==> src/hdl/vn2d_pkg.sv <==
package vn2d_pkg;

	localparam int INT_BITS       = 12;
	localparam int FRAC_BITS      = 12;
	localparam int COS_TABLE_BITS = 8;

	localparam int COORD_W    = 24;
	localparam int SEED_W     = 31;
	localparam int HASH_W     = 32;
	localparam int NN_W       = 31;
	localparam int WEIGHT_W   = 17;
	localparam int VAL_W      = 18;
	localparam int DIFF_W     = VAL_W + 1;
	localparam int PROD_W     = 37;
	localparam int PIPE_DEPTH = 8;
	localparam int CORNERS    = 4;

	localparam int TABLE_SIZE = 1 << COS_TABLE_BITS;
	localparam int IDX_SHR    = (FRAC_BITS >= COS_TABLE_BITS) ? FRAC_BITS - COS_TABLE_BITS : 0;
	localparam int IDX_SHL    = (COS_TABLE_BITS > FRAC_BITS) ? COS_TABLE_BITS - FRAC_BITS : 0;

	localparam logic [HASH_W-1:0] ROW_MUL  = 32'd57;
	localparam int                XOR_SHL  = 13;
	localparam logic [HASH_W-1:0] SQ_MUL   = 32'd60493;
	localparam logic [HASH_W-1:0] SQ_ADD   = 32'd19990303;
	localparam logic [HASH_W-1:0] OUT_ADD  = 32'd1376312589;
	localparam logic [VAL_W-1:0]  VAL_ONE  = 18'd65536;
	localparam logic [63:0]       PI_Q28   = 64'd843314857;
	localparam longint            ONE_Q28  = longint'(1) << 28;

	typedef logic [TABLE_SIZE-1:0][WEIGHT_W-1:0] weight_tab_t;

	// Advance enables for the hash multiplier stages.
	typedef struct packed {
		logic s2;
		logic s3;
		logic s4;
	} hash_adv_t;

	// (1 - cos(pi*i/N))/2 in Q16, Taylor series in Q28.
	function automatic weight_tab_t build_weight_tab();
		weight_tab_t tab;
		logic [63:0] x;
		logic [63:0] x2;
		logic [63:0] term;
		longint      c;
		longint      w;
		tab = '0;
		for (int i = 0; i < TABLE_SIZE; i++) begin
			x    = (PI_Q28 * 64'(i)) >> COS_TABLE_BITS;
			x2   = (x * x) >> 28;
			term = 64'(ONE_Q28);
			c    = ONE_Q28;
			for (int k = 1; k <= 12; k++) begin
				term = ((term * x2) >> 28) / 64'((2 * k - 1) * (2 * k));
				if ((k & 1) != 0) begin
					c = c - longint'(term);
				end else begin
					c = c + longint'(term);
				end
			end
			w = (ONE_Q28 - c) + 4096;
			if (w < 0) begin
				w = 0;
			end
			w = w >>> 13;
			if (w > 65536) begin
				w = 65536;
			end
			tab[i] = WEIGHT_W'(w);
		end
		return tab;
	endfunction

	localparam weight_tab_t WEIGHT_TAB = build_weight_tab();

	function automatic logic [COS_TABLE_BITS-1:0] weight_idx(logic [FRAC_BITS-1:0] frac);
		logic [FRAC_BITS+COS_TABLE_BITS-1:0] wide;
		wide = (FRAC_BITS + COS_TABLE_BITS)'(frac);
		return COS_TABLE_BITS'((wide >> IDX_SHR) << IDX_SHL);
	endfunction

	// a + round((b - a) * w / 2^16), half rounds up.
	function automatic logic signed [VAL_W-1:0] blend_out(logic signed [VAL_W-1:0] a,
	                                                      logic signed [PROD_W-1:0] p);
		logic signed [PROD_W-1:0] r;
		logic signed [PROD_W-1:0] sum;
		r   = (p + PROD_W'(32768)) >>> 16;
		sum = PROD_W'(a) + r;
		return sum[VAL_W-1:0];
	endfunction

endpackage

==> src/hdl/vn2d_hash.sv <==
module vn2d_hash (
	input  logic                            clk,
	input  vn2d_pkg::hash_adv_t             adv,
	input  logic [vn2d_pkg::HASH_W-1:0]     n_s1,
	output logic [vn2d_pkg::NN_W-1:0]       nn_s4
);

	logic [vn2d_pkg::HASH_W-1:0] n_s2;
	logic [vn2d_pkg::HASH_W-1:0] sq_s2;
	logic [vn2d_pkg::HASH_W-1:0] n_s3;
	logic [vn2d_pkg::HASH_W-1:0] p_s3;
	logic [vn2d_pkg::HASH_W-1:0] sq_d;
	logic [vn2d_pkg::HASH_W-1:0] p_d;
	logic [vn2d_pkg::HASH_W-1:0] nn_d;

	// All products wrap at 32 bits.
	always_comb begin
		sq_d = n_s1 * n_s1;
		p_d  = sq_s2 * vn2d_pkg::SQ_MUL + vn2d_pkg::SQ_ADD;
		nn_d = n_s3 * p_s3 + vn2d_pkg::OUT_ADD;
	end

	always_ff @(posedge clk) begin
		if (adv.s2) begin
			n_s2  <= n_s1;
			sq_s2 <= sq_d;
		end
		if (adv.s3) begin
			n_s3 <= n_s2;
			p_s3 <= p_d;
		end
		if (adv.s4) begin
			nn_s4 <= nn_d[vn2d_pkg::NN_W-1:0];
		end
	end

endmodule

==> config.mk <==
export PLATFORM = sky130hd
export DESIGN_NAME = vn2d_hash
export DESIGN_NICKNAME = d
export VERILOG_FILES = /design/src/hdl/vn2d_pkg.sv /design/src/hdl/vn2d_hash.sv
export SDC_FILE = /design/constraint.sdc
export NUM_CORES = 2
export LEC_CHECK = 0
export BUFFER_PORTS_ARGS = -buffer_cell sky130_fd_sc_hd__buf_2
export CAP_MARGIN = 20
export CORE_MARGIN = 3
export CORE_UTILIZATION = 45
export CTS_BUF_LIST = sky130_fd_sc_hd__clkbuf_8 sky130_fd_sc_hd__clkbuf_16
export DETAILED_ROUTE_END_ITERATION = 7
export PLACE_DENSITY_LB_ADDON = 0.05
export SLEW_MARGIN = 10
export SYNTH_ARGS = -nofsm -noshare
export SYNTH_HDL_FRONTEND = slang
export SYNTH_SLANG_ARGS = --single-unit
==> constraint.sdc <==
create_clock -name clk -period 7.4 [get_ports clk]
set_input_delay 0.74 -clock clk [delete_from_list [all_inputs] [get_ports clk]]
set_output_delay 0.74 -clock clk [all_outputs]
set_load 0.005 [all_outputs]
==> results.tsv <==
metric	value	unit
slowest_delay	570	ps
ys.flop_type	edfxtp_1	
grt_pass1_wl	153000	um
cp.buffers_inverters	7	
skew	28.3	ps
grt_antenna_before_repair	2	
fp.dieArea	90700	um2
fin_crit_sh	95.8	%
grt_use_total	21.7	%
drt_wl_total	90800	um
dp_hpwl	80500	um
cts_made_buffers	17	
slew_headroom	45.3	%
die_height	301	um
gr-total-overflow	0	
clk_latency	510	ps
critPathLaunchType	flop	
viasPerCell	4.74	
syn_to_final_growth	10.2	%
worst_setup_path_end_kind	flop	
synth_cell_types	67	
postSynthCellCount	3918	
arrival	7410	ps
clock.fmax	0.141	GHz
gp_congestion	0.835	
worst_pin_slew	821	ps
report.final.hold_viol_count	0	
wl_per_cell	17.1	um
die_w	301	um
pin_count	67	
dr_total_vias	25100	
cts-root-buf	clkbuf_16	
maxSlewViolCount	0	
fin_setup_tns	0	ps
path_cells	buf_4, buf_4, and2_1, fa_1, fa_1, fa_1, inv_1, fa_1, inv_1, fa_1, fa_1, fa_1, inv_1, fa_1, inv_1, ha_4, nand3_2, o31ai_4, a31oi_4, a211oi_2, buf_4, and3_4, nor3_1, a211oi_1	
cp_slowest_cell	edfxtp_1	
critPathKind	reg -> reg	
synth_seq_area_share	11.6	%
antenna_left	0	
fp.coreArea	85800	um2
cts_tree	yes	
first_pass_iters	5	
cts.sinks	152	
yosys_warnings	0	
multi_input_area	30100	um2
fin_nets	5449	
grt_start_max_net_pins	61	
cp_max_fo	5	
grt_pass1_vias	28400	
syn_avg_cell_area	10.0	um2
setup_viol	0	
finalCriticalPeriod	7090	ps
htreeDepth	4	
drive_gt1_share	9.34	%
port-buffer-count	65	
clk_path_buf_depth	2	
hold_class	reg -> reg	
cp_common_cell	fa_1	
placementRows	107	
async_reset_ff_share	0	%
synth_edf_count	152	
seq_area	4560	um2
ctsHoldBuffers	0	
path_clk_slew	100	ps
maxCapViolCount	0	
crit_family	adder cells	
initial_utilization	45.7	%
drc	0	
critPathRequiredTime	7720	ps
dr.first_iter.drc_count	900	
diodes	0	
syn_area	39200	um2
n_fill_cell	8188	
synth-seq-cells	152	
outcome	complete, no violations	
[logic make-up (layout without fill, tap and decap cells)]
logic type	count (synthesis)	count (layout)	share of synthesized area, %
adder cells (fa/ha/maj)	1274	1274	57.2
AND/OR/NAND/NOR	846	846	11.1
XOR/XNOR	187	187	4.18
multiplexers	1	1	0.0255
AO/OA/AOI/OAI	214	214	3.90
flip-flops	152	152	11.6
other	2	7	0.0192
buffers and inverters	1242	1471	11.9
[routing by layer]
metal | global-route usage (%) | share of wire (%) | wire length (um) | vias to the layer above
li1 | - | - | - | 12000
met1 | 29.1 | 46 | 41600 | 12800
met2 | 38.6 | 51 | 46000 | 249
met3 | 1.71 | 2.0 | 1850 | 59
met4 | 4.60 | 1.4 | 1310 | 2
met5 | 0 | 0.0077 | 7 | -
[timing repair]
item	CTS	global route
setup buffers	0	21
gates resized for setup	0	18
setup endpoints to repair	0	7
hold endpoints to repair	0	0
[placed cells by master (no fill, tap or decap), types with 6 or more instances in the layout]
master and instances:
or3_1 6, o21bai_1 16, nand2b_1 9, o21ai_1 10, buf_2 65, nand3_1 12
a21o_1 30, o21ai_0 21, xnor2_1 148, inv_6 7, fa_1 860, o21a_1 10
xor2_1 39, inv_1 1122, nor2_1 34, nor3_1 17, and3_1 11, nand4_1 7
nor2b_1 14, nand2_1 328, o211ai_1 7, and2_1 384, buf_12 9, clkbuf_16 17
buf_4 243, a31oi_1 6, conb_1 7, a21oi_1 53, ha_1 409, edfxtp_1 152
[sequential cells by signal, summed over array words and instances (netlist names)]
name,cells
nn_s4,31
n_s3,31
p_s3,30
sq_s2,29
n_s2,31
[path summary, 6_finish.rpt]
kind              startpoint  slack (ps)         to  cells past startpoint
hold / removal      n_s2[17]         390   n_s3[17]                      0
hold reg to reg     n_s2[17]         390   n_s3[17]                      0
setup reg to reg    n_s3[16]         310  nn_s4[28]                     24
setup / recovery    n_s3[16]         310  nn_s4[28]                     24
[metrics by stage]
step	cells	instance area (um2)	setup slack [ps]	util, %	hold WS (ps)
after floorplan	3923	39200	3.31	-	400
after global placement	5243	42300	-156	49.3	401
after detailed placement	5243	42300	-214	49.3	405
after CTS	5275	42900	67.6	50.0	387
after global routing	5296	43200	-12.5	50.3	403
final	5296	43200	308	50.3	391
[cell type report]
cell class	count	share of cell area [%]
Inverter	1122	9.75
Multi-Input combinational cell	2529	69.6
Clock buffer	17	0.985
Sequential cell	152	10.6
Timing Repair Buffer	317	5.39
Clock inverter	15	0.411
Tap cell	1144	3.31
[Yosys cell counts, drive strengths merged (16+ instances only)]
library cell / number / area share, %
ha: 412 / 13
inv: 1122 / 11
nand2: 329 / 3.2
fa: 862 / 44
nor2: 35 / 0.34
and2: 385 / 6.1
nor3: 18 / 0.23
a21oi: 58 / 0.79
a21o: 31 / 0.60
o21ai: 31 / 0.40
o21bai: 16 / 0.31
xor2: 39 / 0.87
edfxtp: 152 / 12
xnor2: 148 / 3.3
clkbuf: 114 / 1.1
Power is left out: the tool's default activity adds up to more than one toggle a clock period on the data nets, which glitch-free logic cannot reach.
